**src/fkv_pkg.sv**
```systemverilog
`timescale 1ns / 1ps
`default_nettype none

package fkv_pkg;

  localparam int unsigned KEY_FIELD_W   = 32;
  localparam int unsigned VALUE_FIELD_W = 32;
  localparam int unsigned STATUS_W      = 2;
  localparam int unsigned CMD_W         = 2;

  typedef enum logic [CMD_W-1:0] {
    CMD_INSERT = 2'd0,
    CMD_REMOVE = 2'd1,
    CMD_FIND   = 2'd2,
    CMD_CLEAR  = 2'd3
  } cmd_e;

  typedef enum logic [STATUS_W-1:0] {
    ST_OK      = 2'd0,
    ST_FULL    = 2'd1,
    ST_MISSING = 2'd2
  } status_e;

  // One queued command, front to back.
  typedef struct packed {
    cmd_e                     cmd;
    logic [KEY_FIELD_W-1:0]   key;
    logic [VALUE_FIELD_W-1:0] value;
  } job_t;

endpackage

`default_nettype wire

```
**src/fkv_front.sv**
```systemverilog
`timescale 1ns / 1ps
`default_nettype none

// Input side: takes command beats, tags the opcode and parks them in a
// two-entry queue, so a scan stalls the upstream only once it is full.
module fkv_front (
  input  wire logic                              clk_i,
  input  wire logic                              rst_ni,
  input  wire logic                              s_valid_i,
  output logic                                   s_ready_o,
  input  wire logic [fkv_pkg::CMD_W-1:0]         s_cmd_i,
  input  wire logic [fkv_pkg::KEY_FIELD_W-1:0]   s_key_i,
  input  wire logic [fkv_pkg::VALUE_FIELD_W-1:0] s_value_i,
  output logic                                   job_valid_o,
  input  wire logic                              job_ready_i,
  output fkv_pkg::job_t                          job_o
);

  localparam int unsigned QDEPTH = 2;

  fkv_pkg::job_t slot_q [QDEPTH];
  logic          wr_ptr_q, wr_ptr_d;
  logic          rd_ptr_q, rd_ptr_d;
  logic [1:0]    fill_q, fill_d;
  logic          push, pop;
  fkv_pkg::job_t in_job;

  always_comb begin
    in_job.cmd   = fkv_pkg::cmd_e'(s_cmd_i);
    in_job.key   = s_key_i;
    in_job.value = s_value_i;
  end

  assign s_ready_o   = (fill_q != 2'(QDEPTH));
  assign job_valid_o = (fill_q != 2'd0);
  assign job_o       = slot_q[rd_ptr_q];
  assign push        = s_valid_i && s_ready_o;
  assign pop         = job_valid_o && job_ready_i;

  always_comb begin
    wr_ptr_d = push ? !wr_ptr_q : wr_ptr_q;
    rd_ptr_d = pop ? !rd_ptr_q : rd_ptr_q;
    fill_d   = fill_q + 2'(push) - 2'(pop);
  end

  always_ff @(posedge clk_i or negedge rst_ni) begin
    if (!rst_ni) begin
      wr_ptr_q <= 1'b0;
      rd_ptr_q <= 1'b0;
      fill_q   <= 2'd0;
    end else begin
      wr_ptr_q <= wr_ptr_d;
      rd_ptr_q <= rd_ptr_d;
      fill_q   <= fill_d;
    end
  end

  always_ff @(posedge clk_i) begin
    if (push) begin
      slot_q[wr_ptr_q] <= in_job;
    end
  end

endmodule

`default_nettype wire

```
**config.mk**
```make
export PLATFORM = sky130hd
export DESIGN_NAME = fkv_front
export DESIGN_NICKNAME = d
export VERILOG_FILES = /design/src/fkv_pkg.sv /design/src/fkv_front.sv
export SDC_FILE = /design/constraint.sdc
export NUM_CORES = 1
export LEC_CHECK = 0
export BUFFER_PORTS_ARGS = -buffer_cell sky130_fd_sc_hd__buf_2
export CORE_MARGIN = 3
export CORE_UTILIZATION = 45
export DETAILED_ROUTE_END_ITERATION = 10
export GPL_TIMING_DRIVEN = 1
export MAX_ROUTING_LAYER = met4
export PLACE_DENSITY = 0.7
export SLEW_MARGIN = 25
export SYNTH_ARGS = -nofsm -noshare
export SYNTH_HDL_FRONTEND = slang
export SYNTH_SLANG_ARGS = --single-unit
```
**constraint.sdc**
```tcl
create_clock -name clk_i -period 5.4 [get_ports clk_i]
set_clock_uncertainty 0.1 [all_clocks]
set_input_delay 0 -clock clk_i [delete_from_list [all_inputs] [get_ports clk_i]]
set_output_delay 0 -clock clk_i [all_outputs]
set_load 0.02 [all_outputs]
```
# After elaboration in Yosys (flattened, before gate mapping)

Memories as Yosys holds them, arrays and structs flattened.
Index checks and enable logic that the tools add are counted.

Reduce and logical (&&, ||, !) cells: 5
Muxes and demuxes: 2
Eq/ne operators: 1
Add/sub/neg operators: 2

Operators by type and width:

| operator                             | number |
|---|---|
| adder 2 x 1 -> 2 bit                 | 1 |
| logical AND 1 bit                    | 2 |
| logical NOT 1 bit                    | 2 |
| two-way mux 1 bit                    | 2 |
| != test 2 bit, second input constant | 1 |
| nonzero test 2 bit                   | 1 |
| subtractor 2 x 1 -> 2 bit            | 1 |

Output and inout bits: 68
Bits in registers: 4
Logic and storage cells: 14
Memories kept: 1
RAM bits: 132

Memories:

| name   | words | width | read ports | clocked after memory_dff | write ports | RTL line        | text |
|---|---|---|---|---|---|---|---|
| slot_q | 2     | 66    | 1          | 0                        | 1           | fkv_front.sv:21 | `fkv_pkg::job_t slot_q [QDEPTH];` |

# Logic depth before layout (Yosys ltp)

Gate-level depths: netlist (run 1).

Word-level depth: 4
Gate-level depth with buffers: 5
Mapped depth without buffers: 5

# Least setup slack after synthesis (run 1)

OpenSTA, ideal clock, no wires.

Kind: reg2reg
From: register fill_q[0]
To: memory slot_q[0][0] in the netlist's numbering (enable)
Path buffers: 0
Required time: 4.810 ns
Setup slack: 1.262 ns
Cell stages (with the launch flop): 4
Arrival: 3.547 ns
Clock period less this slack: 4.138 ns
Setup time: 0.490 ns
Path through: dfrtp_1 nand2b_1 nand2_1 nor2_1

Cells in the longest elaborated chain, start to end: 4

Ends and longest elaborated chain:

| element                                 | RTL line        | text |
|---|---|---|
| start: declaration                      | fkv_front.sv:24 | `logic [1:0] fill_q, fill_d;` |
| start signal: assignment                | fkv_front.sv:54 | `fill_q <= fill_d;` |
| != test 2 bit                           | fkv_front.sv:34 | `assign s_ready_o = (fill_q != 2'(QDEPTH));` |
| via s_ready_o                           | fkv_front.sv:10 | `output logic s_ready_o,` |
| logical AND 1 bit                       | fkv_front.sv:37 | `assign push = s_valid_i && s_ready_o;` |
| two-way mux 1 bit                       | fkv_front.sv:59 | `if (push) begin` |
| two-way mux 1 bit (not written as such) | fkv_front.sv:60 | `slot_q[wr_ptr_q] <= in_job;` |
| end: declaration                        | fkv_front.sv:21 |  |

The timed path passes the listed nets, and every way through them passes these cells.

==> run metrics, run 1 <==
status finished, final reports clean; WL per Instance roughly 16 um; Clk Latency, worst-skew pair a little over 500 ps; clock buffer depth 2; Synth Net Count 298; top cell type by total area after synthesis edfxtp_1; initial DRC count 93; nets@finish around 520; CTS tree built; Req. time, crit path about 5300 ps; clock slew at reported path FFs approximately 60 ps; post-route DRC violation count 0; crit path launch type register; die area around 12000 um2; first-pass GRT wire length approximately 15 mm; CP max stage delay around 760 ps; worst-margin pin slew 910 ps; GP Congestion 0.695; first-pass iteration count of the detailed router 4; maximum vdd drop a little over 0.0003 V; WS Path Type register to primary output; number of antenna diodes 0; post-cts resize count 0; Port Buffer Count around 140; vias after detailed routing 2826; initial antenna violation count 0; RSZ-0062 raised after global routing no; Tot Pwr between 3 and 4 mW; Die Wd 111 um; register bit total from synthesis between 100 and 150; crit end category primary output; largest net degree at the start of global routing 67; Worst Hold Class input pin to register; Final ANT Viol Nets 0; clock root buffer clkbuf_8; Leakage Power 2.73 nW; Vias/cell ~4.7; vias in the first global route approximately 3100; Total GRT Usage 0.167; number of core rows 37; slowest stage cell, crit path dfrtp_2; H-tree levels 4; max-cap violations 0; die height 111 um; Distinct cells, synth 19; cts bufs inserted 17; post-synthesis sequential area ratio 0.815; Mapped Avg Cell Area around 22 um2; Yosys warning total 0; DPL Wire Length around 5.6 mm; peak fanout along the critical path 42; Slew Viols, Final 0; gr ovfl total 0; period utilization 0.479; layout cell share with drive strength beyond 1 0.516; clock sink count approximately 140; starting density of the core 0.472; Post-Syn Instances about 230; Final Critical Period ~2600 ps; Synth top area share 0.795; Fin. Hold Viols 0; Fmax 0.386 GHz; WL final 9.57 mm; synth-to-layout area growth 43.6%; pwr/cell area 551 nW/um2; cell area after synthesis about 5000 um2; WP data arrival roughly 2500 ps; core region area around 11000 um2; I/O pin total ~140; final setup violation count 0; critical-path cell list buf_4 > mux2_2 > buf_2; top cells by area, synth edfxtp_1 (79%), mux2_2 (15%), dfrtp_1 (2.0%), buf_6 (0.68%), xnor2_1 (0.53%); Slew Limit Headroom 0.393; setup TNS 0 ps
cells by family (layout without fill, tap and decap cells):
family                     after synthesis  in the layout  synth area share
AOI/OAI and AO/OA                        3              3           0.00477
DFF                                    136            136             0.815
buffers and inverters                    7            241            0.0113
muxes                                   66             66             0.149
xor gates and xnor gates                 3              3           0.00527
and+or+nand+nor                         11             11            0.0120
adders and majority gates                1              1           0.00251
report_power, final:
group	total (mW)	internal [mW]	switching (mW)	leakage [nW]
clock	1.24	0.840	0.404	0.308
combinational	1.16	0.474	0.681	1.15
sequential	1.54	1.45	0.0962	1.27
metrics by stage:
| step | worst slack [ps] | util | cell area [um2] | hold slack (ps) | cells |
|---|---|---|---|---|---|
| after floorplan | 1260 | - | 4990 | -396 | 227 |
| after CTS | 2760 | 0.678 | 7160 | 70.6 | 597 |
| after global routing | 2670 | 0.678 | 7160 | 95.4 | 597 |
| after detailed placement | 2920 | 0.551 | 5810 | -286 | 495 |
| final | 2810 | 0.678 | 7160 | 112 | 597 |
| after global placement | 3030 | 0.551 | 5810 | -291 | 495 |
layer usage:
| layer | vias to the layer above | wire length (um) | track usage |
|---|---|---|---|
| li1 | 1347 | - | - |
| met1 | 1359 | 4150 | 0.198 |
| met2 | 107 | 4840 | 0.268 |
| met3 | 13 | 461 | 0.0398 |
| met4 | 0 | 123 | 0.0811 |
| met5 | - | 0 | - |
layout make-up:
| type | instances | area [um2] |
|---|---|---|
| flip-flops and latches | 136 | 4070 |
| clock inverters | 13 | 225 |
| fillers | 697 | 3390 |
| multi-input cells | 84 | 877 |
| repair buffers | 209 | 1400 |
| clock buffers | 19 | 422 |
| well taps | 136 | 170 |
cells in the mapped netlist (all sizes together):
master and number:
xnor2 3, and3 1, a311oi 1, nor4bb 1
nand2b 1, or2 1, nor2 3, ha 1
edfxtp 132, dfrtp 4, nor2b 1, mux2 66
buf 7, nand2 2, o21ai 1, o21ba 1
nand3 1
critical path, delay by kind of cell, from the launching register on:
kind                   cells  cell delay (ps)
buffers and inverters      2              770
flip-flops                 1              760
multiplexers               1              430
placed cells by master (no fill, tap or decap):
cell | netlist | routed
and3_4 | 0 | 1
clkinvlp_4 | 0 | 2
clkinv_2 | 0 | 1
dfrtp_2 | 0 | 1
clkbuf_1 | 0 | 2
clkinv_4 | 0 | 1
o21ba_2 | 1 | 1
inv_6 | 0 | 1
ha_1 | 1 | 1
mux2_2 | 66 | 66
dlygate4sd3_1 | 0 | 70
o21ai_0 | 1 | 1
a311oi_1 | 1 | 1
clkbuf_16 | 0 | 16
nor2_4 | 0 | 1
nor2b_1 | 1 | 1
clkinv_1 | 0 | 2
clkbuf_8 | 0 | 1
nand2_1 | 2 | 2
buf_4 | 1 | 2
nor2_1 | 3 | 2
xnor2_1 | 3 | 3
nand2b_1 | 1 | 1
bufinv_16 | 0 | 6
nand3_1 | 1 | 1
buf_2 | 3 | 137
edfxtp_1 | 132 | 132
or2_2 | 1 | 1
nor4bb_1 | 1 | 1
dfrtp_1 | 4 | 3
worst paths after layout:
| check | from | depth (start not counted) | to | slack (ps) |
|---|---|---|---|---|
| setup / recovery | rd_ptr_q | 3 | job_o[48] | 2810 |
| hold / removal | s_value_i[10] | 2 | slot_q[0][10] | 110 |
| setup reg to reg | fill_q[0] | 4 | slot_q[0][64] | 2950 |
| hold reg to reg | wr_ptr_q | 1 | wr_ptr_q | 460 |
| max in group asynchronous | rst_ni | 3 | rd_ptr_q | 4680 |
| min in group asynchronous | rst_ni | 3 | fill_q[1] | 320 |
what timing repair did:
item,4_1_cts,5_1_grt
setup endpoints to repair,0,0
hold buffers,70,0
hold endpoints to repair,140,0
setup buffers,0,0
state kept, by name, indices dropped and copies added (netlist names):
signal    cells
wr_ptr_q      1
slot_q      132
rd_ptr_q      1
fill_q        2
Power figures use the tool's default switching activity.
==> inputs of run 2 (changes only) <==
--- a/config.mk
+++ b/config.mk
@@ -5,13 +5,14 @@
 export SDC_FILE = /design/constraint.sdc
 export NUM_CORES = 1
 export LEC_CHECK = 0
+export ABC_AREA = 1
 export BUFFER_PORTS_ARGS = -buffer_cell sky130_fd_sc_hd__buf_2
 export CORE_MARGIN = 3
 export CORE_UTILIZATION = 45
 export DETAILED_ROUTE_END_ITERATION = 10
 export GPL_TIMING_DRIVEN = 1
 export MAX_ROUTING_LAYER = met4
-export PLACE_DENSITY = 0.7
+export PLACE_DENSITY = 0.73
 export SLEW_MARGIN = 25
 export SYNTH_ARGS = -nofsm -noshare
 export SYNTH_HDL_FRONTEND = slang
==> constraint.sdc (replaced) <==
create_clock -name clk_i -period 2.1 [get_ports clk_i]
set_clock_uncertainty 0.1 [all_clocks]
set_input_delay 0 -clock clk_i [delete_from_list [all_inputs] [get_ports clk_i]]
set_output_delay 0 -clock clk_i [all_outputs]
set_load 0.02 [all_outputs]
==> run 2 against run 1 <==
  * Register-to-register slack got worse by 2500 ps
  * Routed wire length is 15% higher
  * Synthesized cell count is 66% higher
  * Critical path depth is 2 higher
  * Total power increased to 2.6 times the previous value
  * Combinational power rose to 3.1 times the previous value
  * Utilization grew 0.33 points
  * Non-clock buffer count up 5
  * Sequential share of layout area shrank 0.28 points
  * Sequential power rose to 2.5 times the previous value
  * Worst hold slack worse by 3.7 ps
  * Highest routed layer unchanged
==> run metrics, run 2 <==
max-cap violations 0 (unchanged); WL final 11.0 mm (+15%); r2r setup slk 490 ps (-2460 ps); Final ANT Viol Nets 0 (unchanged); post-synthesis sequential area ratio 0.812 (-0.00306); nets@finish 666 (+28%); maximum vdd drop 0.000795 V (+160%); Post-synth top cells nand2_1 (207), edfxtp_1 (132), buf_2 (11); largest net degree at the start of global routing 67 (unchanged); Slew Viols, Final 0 (unchanged); die area 12400 um2 (+0.36%); commonest non-fill, non-tap cell in the layout nand2_1; Final Critical Period about 1900 ps; vias in the first global route 3615 (+16%); clock root buffer clkbuf_8; Mapped Avg Cell Area 13.3 um2 (-39%); register bit total from synthesis 136 (unchanged); Slew Limit Headroom 0.653 (+0.260); Die Wd 111 um (+0.18%); Setup WS pre-CTS 510 ps (-2410 ps); DPL Wire Length 6.37 mm (+14%); Req. time, crit path 2000 ps (-3300 ps); cell area after synthesis 5000 um2 (+0.38%); vias after detailed routing 3481 (+23%); Clk Latency, worst-skew pair 510 ps (about the same); Distinct cells, synth 14 (-5); core region area 10600 um2 (unchanged); Yosys warning total 0 (unchanged); GP Congestion 0.777 (+12%); RSZ-0062 raised after global routing no; Fin. Hold Viols 0 (unchanged); gr ovfl total 0 (unchanged); synth-to-layout area growth 43.8%; Total GRT Usage 0.185 (+0.0188); Synth Net Count 447 (+50%); final setup violation count 0 (unchanged); clock sink count 136 (unchanged); Tot Pwr 10.3 mW (+160%); WL per Instance 14.8 um (-7.7%); r2r worst-path depth 9 (+5); die height 111 um (+0.18%); Crit Reg-Reg Startpoint fill_q[1]; number of antenna diodes 0 (unchanged); Top reg by flops slot_q; Leakage Power 3.13 nW (+15%); Post-Syn Instances 376 (+66%); pwr/cell area 1430 nW/um2 (+160%); crit path launch type register; FFs w/ async S/R, synth 0.0294 (unchanged); Post-synth EDFFs 132 (unchanged); initial DRC count 196 (+110%); top cell type by total area after synthesis edfxtp_1; setup TNS 0 ps (unchanged); Setup crit end job_o[50]; clock slew at reported path FFs 60 ps (about the same); I/O pin total 138 (unchanged); Vias/cell 4.69 (-1.0%); first-pass iteration count of the detailed router 4 (unchanged); cts bufs inserted 17 (unchanged); Port Buffer Count 137 (unchanged); number of core rows 37 (unchanged); Fmax between 0.5 and 0.6 GHz; crit end category primary output; Reg-to-Reg End fill_q[1]; top cells by area, synth edfxtp_1 (79%), nand2_1 (16%), dfrtp_1 (2.0%), buf_2 (1.1%), inv_1 (0.53%); count leader, synth nand2_1; worst-margin pin slew 520 ps (-390 ps); most frequent cells in the layout nand2_1 (205), buf_2 (137), edfxtp_1 (132); status finished, final reports clean; post-route DRC violation count 0 (unchanged); Worst Hold Class input pin to register; peak fanout along the critical path 23 (-45%); crit path from rd_ptr_q; H-tree levels 4 (unchanged); ys flop type edfxtp_1; Regs by FF count slot_q x132, fill_q x2; WP data arrival 1810 ps (-680 ps); clock buffer depth 2 (unchanged); Worst Setup Slack, final 186 ps (-2630 ps); starting density of the core 0.474 (+0.00178); initial antenna violation count 0 (unchanged); WS Path Type register to primary output; Synth top area share 0.792 (-0.00298); max FFs per register 132 (unchanged); CTS tree built; first-pass GRT wire length 17.4 mm (+13%); period utilization 0.911; layout cell share with drive strength beyond 1 0.293 (-0.223)
## run 2: changes by cell type after synthesis, sizes merged, moves of 2 or more
cell | previous run | this run
inv | 0 | 8
mux2 | 66 | 0
buf | 7 | 13
nor2 | 3 | 5
nand2 | 2 | 207
xnor2 | 3 | 0
## run 2: kinds of logic (layout without fill, tap and decap cells)
kind of cell / count (synthesis) / after routing / synth area share
AND/OR/NAND/NOR: 214 / 214 / 0.161
buffers and inverters: 22 / 253 / 0.0207
AO/OA/AOI/OAI: 2 / 2 / 0.00200
XOR/XNOR: 1 / 1 / 0.00175
flip-flops: 136 / 136 / 0.812
adder cells (fa/ha/maj): 1 / 1 / 0.00250
## run 2: how the worst min path moves through the flow
stage | slack [ps] | end | cells past startpoint | startpoint
2_1_floorplan | -400 | fill_q[0] | 0 | rst_ni
3_3_place_gp | -290 | fill_q[0] | 1 | rst_ni
3_5_place_dp | -280 | fill_q[1] | 1 | rst_ni
4_1_cts | 80 | slot_q[0][34] | 2 | s_key_i[2]
5_1_grt | 90 | slot_q[0][13] | 2 | s_value_i[13]
6_report | 110 | slot_q[1][26] | 2 | s_value_i[26]
## run 2: per-stage QoR
step	hold slack (ps)	cells	utilization	area, um2
floorplan	-396	376	-	5030
global placement	-293	642	0.562	5930
detailed placement	-284	642	0.562	5930
CTS	84.2	743	0.681	7190
global route	94.9	743	0.682	7200
finish	108	743	0.682	7200
## run 2: power breakdown
part	internal (mW)	switching [mW]	total (mW)
clock	1.78	1.01	2.79
sequential	3.70	0.176	3.88
combinational	1.12	2.49	3.60
## run 2: final cells by class
class | count | area, um2
clock inverters | 11 | 131
inverters | 8 | 31.3
clock buffers | 20 | 425
fillers | 759 | 3360
well taps | 136 | 170
multi-input cells | 218 | 867
flip-flops and latches | 136 | 4070
repair buffers | 214 | 1510
## run 2: critical path, cell delays in order (launching register included)
cell      delay, ps
dfrtp_2         370
clkinv_2        300
buf_4           320
nand2_1          70
nand2_1          60
buf_2           160
## run 2: metal layers
metal  wire (um)  global-route usage  up-vias
li1            -                   -     1700
met2        5980               0.330      105
met3         432              0.0484       31
met4         282              0.0827        0
met1        4310               0.193     1645
met5           0                   -        -
## run 2: repair_timing
action,4_1_cts,5_1_grt
endpoints found under the hold margin,140,0
hold buffers,70,0
endpoints found under the setup margin,0,12
resized for setup,0,2
buffers inserted,0,0
